--- src/rtl/mm_pkg.sv ---
package mm_pkg;

   localparam int MAX_DIM_DEF    = 8;
   localparam int DATA_WIDTH_DEF = 16;

   localparam int IDX_W     = 3;
   localparam int DIM_W     = 4;
   localparam int VAL_W     = 16;
   localparam int RES_W     = 35;
   localparam int CSR_IDX_W = 2;

   typedef enum logic [1:0] {
      REQ_LOAD_A  = 2'd0,
      REQ_LOAD_B  = 2'd1,
      REQ_COMPUTE = 2'd2
   } req_code_type;

   localparam logic [CSR_IDX_W-1:0] REG_ROW_COUNT  = 2'd0;
   localparam logic [CSR_IDX_W-1:0] REG_INNER_SIZE = 2'd1;
   localparam logic [CSR_IDX_W-1:0] REG_COL_COUNT  = 2'd2;

   typedef struct packed {
      logic [1:0]              req_type;
      logic [IDX_W-1:0]        elem_row;
      logic [IDX_W-1:0]        elem_col;
      logic signed [VAL_W-1:0] elem_value;
   } req_type_type;

   typedef struct packed {
      logic signed [RES_W-1:0] result_value;
      logic [IDX_W-1:0]        out_row;
      logic [IDX_W-1:0]        out_col;
      logic                    last;
   } rsp_type_type;

endpackage

--- src/rtl/matrix_multiply.sv ---
// Channel  Direction  Handshake              Payload
// req      in         req_valid/req_ready    req_data  (load A, load B or compute)
// rsp      out        rsp_valid/rsp_ready    rsp_data  (one product element)
// csr      in         csr_valid/csr_ready    csr_index, csr_wdata (dimension registers)
//
// A load transaction is accepted every cycle while no compute runs.
// For a compute transaction, each element issues one read of A and one of B per inner index,
// then waits while the read and product registers drain into the accumulator and loads the result.
// req_ready stays low for the whole run; a stalled rsp channel holds the sequencer before the
// next element, and the final result may wait while new transactions are already accepted.
// Synchronous reset sets the dimension registers to MAX_DIM; element memories are not cleared.
module matrix_multiply #(
   parameter int MAX_DIM    = mm_pkg::MAX_DIM_DEF,
   parameter int DATA_WIDTH = mm_pkg::DATA_WIDTH_DEF
) (
   input  logic                           clock,
   input  logic                           reset,
   input  logic                           req_valid,
   output logic                           req_ready,
   input  mm_pkg::req_type_type           req_data,
   output logic                           rsp_valid,
   input  logic                           rsp_ready,
   output mm_pkg::rsp_type_type           rsp_data,
   input  logic                           csr_valid,
   output logic                           csr_ready,
   input  logic [mm_pkg::CSR_IDX_W-1:0]   csr_index,
   input  logic [mm_pkg::DIM_W-1:0]       csr_wdata
);
   import mm_pkg::*;

   localparam int DEPTH  = MAX_DIM * MAX_DIM;
   localparam int ADDR_W = (DEPTH > 1) ? $clog2(DEPTH) : 1;
   localparam int LIN_W  = 2 * IDX_W;
   localparam int PROD_W = 2 * DATA_WIDTH;

   typedef enum logic [2:0] {
      ST_IDLE   = 3'b001,
      ST_RUN    = 3'b010,
      ST_FINISH = 3'b100
   } state_type;

   function automatic logic [DIM_W-1:0] clamp_dim(input logic [DIM_W-1:0] d);
      logic [DIM_W-1:0] r;
      r = d;
      if (d == '0) begin
         r = DIM_W'(1);
      end else if (d > DIM_W'(MAX_DIM)) begin
         r = DIM_W'(MAX_DIM);
      end
      return r;
   endfunction

   state_type state_ff, state_in;

   logic [DIM_W-1:0] row_count_ff, row_count_in;
   logic [DIM_W-1:0] inner_size_ff, inner_size_in;
   logic [DIM_W-1:0] col_count_ff, col_count_in;

   logic [IDX_W-1:0] i_ff, i_in, j_ff, j_in, k_ff, k_in;
   logic [IDX_W-1:0] i_last, j_last, k_last;
   logic             issue, rsp_load, last_elem, out_free;

   logic signed [DATA_WIDTH-1:0] a_mem [DEPTH];
   logic signed [DATA_WIDTH-1:0] b_mem [DEPTH];
   logic signed [DATA_WIDTH-1:0] a_rd_ff, b_rd_ff;
   logic                         rd_vld_ff, prod_vld_ff;
   logic signed [PROD_W-1:0]     prod_ff;
   logic signed [RES_W-1:0]      acc_ff, acc_in;

   logic                         req_fire, in_range, we_a, we_b;
   logic [LIN_W-1:0]             wr_lin, a_lin, b_lin;
   logic [ADDR_W-1:0]            wr_addr, a_addr, b_addr;
   logic signed [DATA_WIDTH-1:0] wr_val;

   logic         rsp_valid_ff, rsp_valid_in;
   rsp_type_type rsp_data_ff, rsp_data_in;

   assign req_ready = (state_ff == ST_IDLE);
   assign req_fire  = req_valid && req_ready;
   assign csr_ready = 1'b1;
   assign rsp_valid = rsp_valid_ff;
   assign rsp_data  = rsp_data_ff;
   assign out_free  = !rsp_valid_ff || rsp_ready;

   // Load path: out-of-range coordinates are dropped.
   assign in_range = ({1'b0, req_data.elem_row} < DIM_W'(MAX_DIM)) &&
                     ({1'b0, req_data.elem_col} < DIM_W'(MAX_DIM));
   assign we_a     = req_fire && in_range && (req_data.req_type == REQ_LOAD_A);
   assign we_b     = req_fire && in_range && (req_data.req_type == REQ_LOAD_B);
   assign wr_lin   = LIN_W'(req_data.elem_row) * LIN_W'(MAX_DIM) + LIN_W'(req_data.elem_col);
   assign wr_addr  = wr_lin[ADDR_W-1:0];
   assign wr_val   = DATA_WIDTH'(req_data.elem_value);

   // A is walked along row i, B down column j.
   assign a_lin  = LIN_W'(i_ff) * LIN_W'(MAX_DIM) + LIN_W'(k_ff);
   assign b_lin  = LIN_W'(k_ff) * LIN_W'(MAX_DIM) + LIN_W'(j_ff);
   assign a_addr = a_lin[ADDR_W-1:0];
   assign b_addr = b_lin[ADDR_W-1:0];

   assign i_last    = IDX_W'(clamp_dim(row_count_ff) - DIM_W'(1));
   assign k_last    = IDX_W'(clamp_dim(inner_size_ff) - DIM_W'(1));
   assign j_last    = IDX_W'(clamp_dim(col_count_ff) - DIM_W'(1));
   assign last_elem = (i_ff == i_last) && (j_ff == j_last);

   always_comb begin
      state_in = state_ff;
      i_in     = i_ff;
      j_in     = j_ff;
      k_in     = k_ff;
      issue    = 1'b0;
      rsp_load = 1'b0;
      unique case (state_ff)
         ST_IDLE: begin
            if (req_fire && (req_data.req_type == REQ_COMPUTE)) begin
               state_in = ST_RUN;
               i_in     = '0;
               j_in     = '0;
               k_in     = '0;
            end
         end
         ST_RUN: begin
            issue = 1'b1;
            if (k_ff == k_last) begin
               k_in     = '0;
               state_in = ST_FINISH;
            end else begin
               k_in = k_ff + IDX_W'(1);
            end
         end
         ST_FINISH: begin
            // Wait for the multiply pipeline to drain and the output register to free up.
            if (!rd_vld_ff && !prod_vld_ff && out_free) begin
               rsp_load = 1'b1;
               if (last_elem) begin
                  state_in = ST_IDLE;
               end else begin
                  state_in = ST_RUN;
                  if (j_ff == j_last) begin
                     j_in = '0;
                     i_in = i_ff + IDX_W'(1);
                  end else begin
                     j_in = j_ff + IDX_W'(1);
                  end
               end
            end
         end
         default: begin
            state_in = ST_IDLE;
         end
      endcase
   end

   always_comb begin
      acc_in = acc_ff;
      if (issue && (k_ff == '0)) begin
         acc_in = '0;
      end else if (prod_vld_ff) begin
         acc_in = acc_ff + RES_W'(prod_ff);
      end
   end

   always_comb begin
      row_count_in  = row_count_ff;
      inner_size_in = inner_size_ff;
      col_count_in  = col_count_ff;
      if (csr_valid && csr_ready) begin
         case (csr_index)
            REG_ROW_COUNT:  row_count_in  = csr_wdata;
            REG_INNER_SIZE: inner_size_in = csr_wdata;
            REG_COL_COUNT:  col_count_in  = csr_wdata;
            default:        ;
         endcase
      end
   end

   always_comb begin
      rsp_valid_in = rsp_valid_ff;
      rsp_data_in  = rsp_data_ff;
      if (rsp_load) begin
         rsp_valid_in             = 1'b1;
         rsp_data_in.result_value = acc_ff;
         rsp_data_in.out_row      = i_ff;
         rsp_data_in.out_col      = j_ff;
         rsp_data_in.last         = last_elem;
      end else if (rsp_ready) begin
         rsp_valid_in = 1'b0;
      end
   end

   always_ff @(posedge clock) begin
      if (we_a) begin
         a_mem[wr_addr] <= wr_val;
      end
      a_rd_ff <= a_mem[a_addr];
   end

   always_ff @(posedge clock) begin
      if (we_b) begin
         b_mem[wr_addr] <= wr_val;
      end
      b_rd_ff <= b_mem[b_addr];
   end

   always_ff @(posedge clock) begin
      prod_ff     <= a_rd_ff * b_rd_ff;
      acc_ff      <= acc_in;
      i_ff        <= i_in;
      j_ff        <= j_in;
      k_ff        <= k_in;
      rsp_data_ff <= rsp_data_in;
   end

   always_ff @(posedge clock) begin
      if (reset) begin
         state_ff      <= ST_IDLE;
         rd_vld_ff     <= 1'b0;
         prod_vld_ff   <= 1'b0;
         rsp_valid_ff  <= 1'b0;
         row_count_ff  <= DIM_W'(MAX_DIM);
         inner_size_ff <= DIM_W'(MAX_DIM);
         col_count_ff  <= DIM_W'(MAX_DIM);
      end else begin
         state_ff      <= state_in;
         rd_vld_ff     <= issue;
         prod_vld_ff   <= rd_vld_ff;
         rsp_valid_ff  <= rsp_valid_in;
         row_count_ff  <= row_count_in;
         inner_size_ff <= inner_size_in;
         col_count_ff  <= col_count_in;
      end
   end

endmodule

--- config.mk ---
export PLATFORM = sky130hd
export DESIGN_NAME = matrix_multiply
export DESIGN_NICKNAME = d
export VERILOG_FILES = /design/src/rtl/mm_pkg.sv /design/src/rtl/matrix_multiply.sv
export SDC_FILE = /design/constraint.sdc
export NUM_CORES = 2
export LEC_CHECK = 0
export ABC_AREA = 1
export ABC_CLOCK_PERIOD_IN_PS = 6200
export BUFFER_PORTS_ARGS = -buffer_cell sky130_fd_sc_hd__buf_2
export CORE_MARGIN = 5
export CORE_UTILIZATION = 40
export DETAILED_ROUTE_END_ITERATION = 12
export HOLD_SLACK_MARGIN = 0.1
export SETUP_SLACK_MARGIN = 0.15
export SYNTH_ARGS = -nofsm -noshare
export SYNTH_HDL_FRONTEND = slang
export SYNTH_SLANG_ARGS = --single-unit
export TNS_END_PERCENT = 1
--- constraint.sdc ---
create_clock -name clock -period 6.2 [get_ports clock]
set_input_delay 0.62 -clock clock [delete_from_list [all_inputs] [get_ports clock]]
set_output_delay 0.62 -clock clock [all_outputs]
set_load 0.01 [all_outputs]
Word level (Yosys, flattened, before mapping)
Memories as Yosys holds them, arrays and structs flattened. A register that Yosys moved wholly into a read port is not among the register bits.
Index checks and enable logic that the tools add are counted.

operators by class
  add/sub/neg operators = 10
  $mul = 1
  $lt $le $gt $ge = 3
  equality and inequality tests = 15
  muxes and demuxes = 31
  reduce and logical (&&, ||, !) cells = 28

operators with widths
  cell                 number
  $mux 3               17
  $add 35x32->35       1
  $mul 16x16->32       1
  $add 6x3->6          3
  $pmux 3 s2           3
  $gt 4x4->1 const B   3
  $logic_not 4->1      3
  $add 3x1->3 const B  3
  $eq 3x3->1           3
  $mux 1               9
  $pmux 3 s3           1
  $sub 3x1->3 const B  3
  $logic_and 1x1->1    8
  $ne 2x2->1 const B   4
  $reduce_and 2->1     4
  $reduce_bool 2->1    3
  $reduce_and 5->1     1
  $eq 2x1->1 const B   2
  $eq 2x2->1 const B   2
  $logic_not 2->1      2
  $reduce_and 4->1     1
  $eq 3x1->1 const B   1
  $eq 3x2->1 const B   1
  $eq 3x3->1 const B   1
  6 further kinds      8

word-level totals
  register bits = 136
  RAM bits = 2048
  logic and storage cells = 106
  memories = 2

memories
  name   words  bits a word  read ports  clocked after Yosys merged registers in  wr ports  line                   text
  a_mem  64     16           1           1                                        1         matrix_multiply.sv:63  logic signed [DATA_WIDTH-1:0] a_mem [DEPTH];
  b_mem  64     16           1           1                                        1         matrix_multiply.sv:64  logic signed [DATA_WIDTH-1:0] b_mem [DEPTH];

Depth between registers and ports, before layout
  word-level depth = 9
  mapped depth = 28

Least setup slack after synthesis
OpenSTA, ideal clock, no wires.

  kind = register to register
  start point = reg b_rd_ff[2] (read register of b_mem)
  end point = reg prod_ff[29]
  data arrival time = 5.586 ns
  data required time = 6.128 ns
  setup slack = 0.542 ns
  cell stages (with the launch flop) = 22
  clock period less this slack = 5.658 ns
  cell sequence = dfxtp_1 -> clkbuf_1 -> clkbuf_1 -> nand2_1 -> inv_1 -> fa_1 -> fa_1 -> inv_1 -> fa_1 -> fa_1 -> inv_1 -> fa_1 -> inv_1 -> fa_1 -> inv_1 -> ha_1 -> nand2_1 -> nor2_1 -> nand4_1 -> or2_2 -> nand3_1 -> xor2_1

on the way
  longest elaborated chain between the ends = 1

ends and longest elaborated chain
  element               line                    text
  from (decl)           matrix_multiply.sv:65   logic signed [DATA_WIDTH-1:0] a_rd_ff, b_rd_ff;
  $mul 16x16->32        matrix_multiply.sv:205  prod_ff <= a_rd_ff * b_rd_ff;
  to (signal assigned)  matrix_multiply.sv:205
  to (decl)             matrix_multiply.sv:67   logic signed [PROD_W-1:0] prod_ff;

Every way passes these cells.
A chain may end at the register's enable or synchronous reset.

Worst setup path after layout
  start point = reg b_rd_ff[9] (read register of b_mem)
  end point = reg prod_ff[24]

The elaborated chain is that of the path after synthesis.

==> qor.csv <==
metric,value,unit
status,"finished, final reports clean",
netlist_instances,8533,
synthSimpleGateAreaFrac,11.3,%
drtAntennaViolNets,0,
area_growth,11.2,%
syn_nets,8954,
min_period_over_period,92.3,%
yosysMostFrequentCell,edfxtp_1,
finalSetupTns,0,ns
io_pins,80,
crit_start,b_rd_ff[9],
synthXorXnorAreaFrac,0.576,%
cts_buffer_depth,3,
dr.pass1.iters,6,
antenna_found_initial,16,
worst_pin_slew,1.29,ns
root_buffer,clkbuf_16,
cp.required,6.95,ns
synth_ff_type,edfxtp_1,
met1_length,117000,um
synth_compound_gate_area_share,10.4,%
clk_pin_slew,0.06,ns
postCtsSetupRepairBufs,0,
synth_cell_types,42,
yosys.area.top_type,edfxtp_1,
ys_seq_area_share,66.1,%
drive_above_1_share,7.96,%
synth.top_cell.area_share,63.8,%
remaining_drc_errors,0,
hold_depth,4,
synth_top_family_by_area,simple AND/OR/NAND/NOR gates,
drv_cap,0,
cp-start-kind,flip-flop,
slew_headroom,13.7,%
wire_per_inst,23.9,um
grt_max_degree,204,
hpwl,171000,um
rsz0062_at_grt,yes,
fin_crit,5.72,ns
hp-class,primary input to flip-flop,
wl_met3,22400,um
cts_tree,built,
slew_viol_final,0,
via_per_inst,5.55,
initialDrtViolationCount,7139,
end_kind,flip-flop,
ys_warn_count,0,
dieArea,257000,um2
start_util,40.2,%
fin_nets,8949,
cts-htree-levels,4,
regToRegStartpoint,b_rd_ff[9],
gp_congestion,0.885,
yosys-top-cells-count,"edfxtp_1, nor2_1, o21ai_0, nand2_1, inv_1",
numCtsBuffers,218,
ff2ff_setup_slack,0.48,ns
setup_viol,0,
die_y,507,um
grt_pass1_vias,63900,
die_w,507,um
vias,66300,
clock_sinks,2216,
rr_endpoint,prod_ff[24],
ys_top_cells_by_area,"edfxtp_1, o21ai_0, nor2_1, fa_1, nand2_1",
synth_edf_count,2099,
insertion_delay,0.88,ns
synth.avg_cell_area,11.6,um2
crit_end,prod_ff[24],
num_rows,182,
highest_layer,met4,
fin_skew,0.0333,ns
fmax,0.175,GHz
rr_worst_depth,19,
core-area,246000,um2
synth-adder-area-share,6.88,%
port_buffers,78,
synth.area.mux_share,0,%
grt_use_total,21.6,%
grt_pass1_wl,421000,um
critical_path_arrival,6.48,ns
synthesis.area,98800,um2
wl_met2,133000,um
ys_seq_elements,2216,
wl,285000,um
async_flop_share,0,%
grt_overflow,0,
hold_violations,0,
crit_fanout,16,
path_class,flip-flop to flip-flop,
==> through the flow <==
stage                     hold WS, ns  setup WS, ns  instances  util [%]  instance area, um2
after floorplan                 0.416         0.542       8533         -               98800
after global placement          0.430         0.393      11500      41.9              103000
after detailed placement        0.442         0.368      11500      41.9              103000
after CTS                       0.116         0.353      11900      44.7              110000
after global routing            0.205         0.147      11900      44.7              110000
final                           0.178         0.476      11900      44.7              110000
==> state kept, by name, indices dropped and copies added (netlist names), 4 cells and up <==
signal / flops
prod_ff: 32
rsp_data: 42
b_rd_ff: 16
a_rd_ff: 16
a_mem: 1024
acc_ff: 35
col_count_ff: 4
b_mem: 1024
inner_size_ff: 4
row_count_ff: 4
==> final cells by class <==
cell class | instances | area [um2]
repair buffers | 299 | 2270
clock buffers | 280 | 5800
flip-flops and latches | 2216 | 65400
multi-input cells | 5190 | 29100
diodes | 10 | 25.0
fillers | 22300 | 136000
well taps | 3220 | 4030
clock inverters | 120 | 1030
inverters | 603 | 2300
==> what timing repair did <==
action	4_1_cts	5_1_grt
endpoints found under the hold margin	15	0
setup endpoints to repair	0	7
resized for setup	0	12
hold buffers	9	0
==> metal layers <==
metal  vias to the layer above  track usage, %
li1                      29900               -
met3                       454            3.33
met1                     33200            29.5
met5                         -               0
met2                      2782            34.6
met4                         0            8.98
==> worst max-delay path, cell delays in order, from the launching register on <==
cell     delay (ns)
dfxtp_1        0.78
nand2_1        0.15
fa_1           0.51
inv_1          0.05
fa_1           0.48
fa_1           0.58
fa_1           0.43
fa_1           0.49
inv_1          0.05
fa_1           0.47
inv_1          0.04
ha_1           0.37
nand2_1        0.09
inv_1          0.09
nand2_1        0.07
nor3_1         0.37
nand4_1        0.15
nand3_1        0.18
a21oi_1        0.10
xnor2_1        0.13
==> cells by family (layout without fill, tap and decap cells) <==
group / Yosys count / after routing
AND/OR/NAND/NOR: 2828 / 2828
buffers and inverters: 1127 / 1302
flip-flops: 2216 / 2216
adder cells (fa/ha/maj): 386 / 386
AO/OA/AOI/OAI: 1910 / 1910
other: 1 / 11
XOR/XNOR: 65 / 65
==> layout by cell type (no fill, tap or decap), types with 55 or more instances in the layout <==
cell	instances
clkbuf_16	222
ha_1	123
buf_4	215
nor2_1	1333
nand3_1	322
o22ai_1	512
inv_1	596
fa_1	263
o21ai_1	88
nand2_1	1020
edfxtp_1	2099
clkbuf_1	55
o21ai_0	1132
nor2_2	72
a21oi_1	140
dfxtp_1	104
buf_2	62
==> how the worst min path moves through the flow <==
stage,startpoint,end
global placement,rd_vld_ff,prod_vld_ff
floorplan,rd_vld_ff,prod_vld_ff
CTS,csr_index[0],col_count_ff[0]
global route,req_data[23],state_ff[0]
detailed placement,rd_vld_ff,prod_vld_ff
finish,csr_index[0],col_count_ff[0]
Power is not shown: default switching activity piles up to over one toggle a cycle in this logic, so the estimate is an artifact.
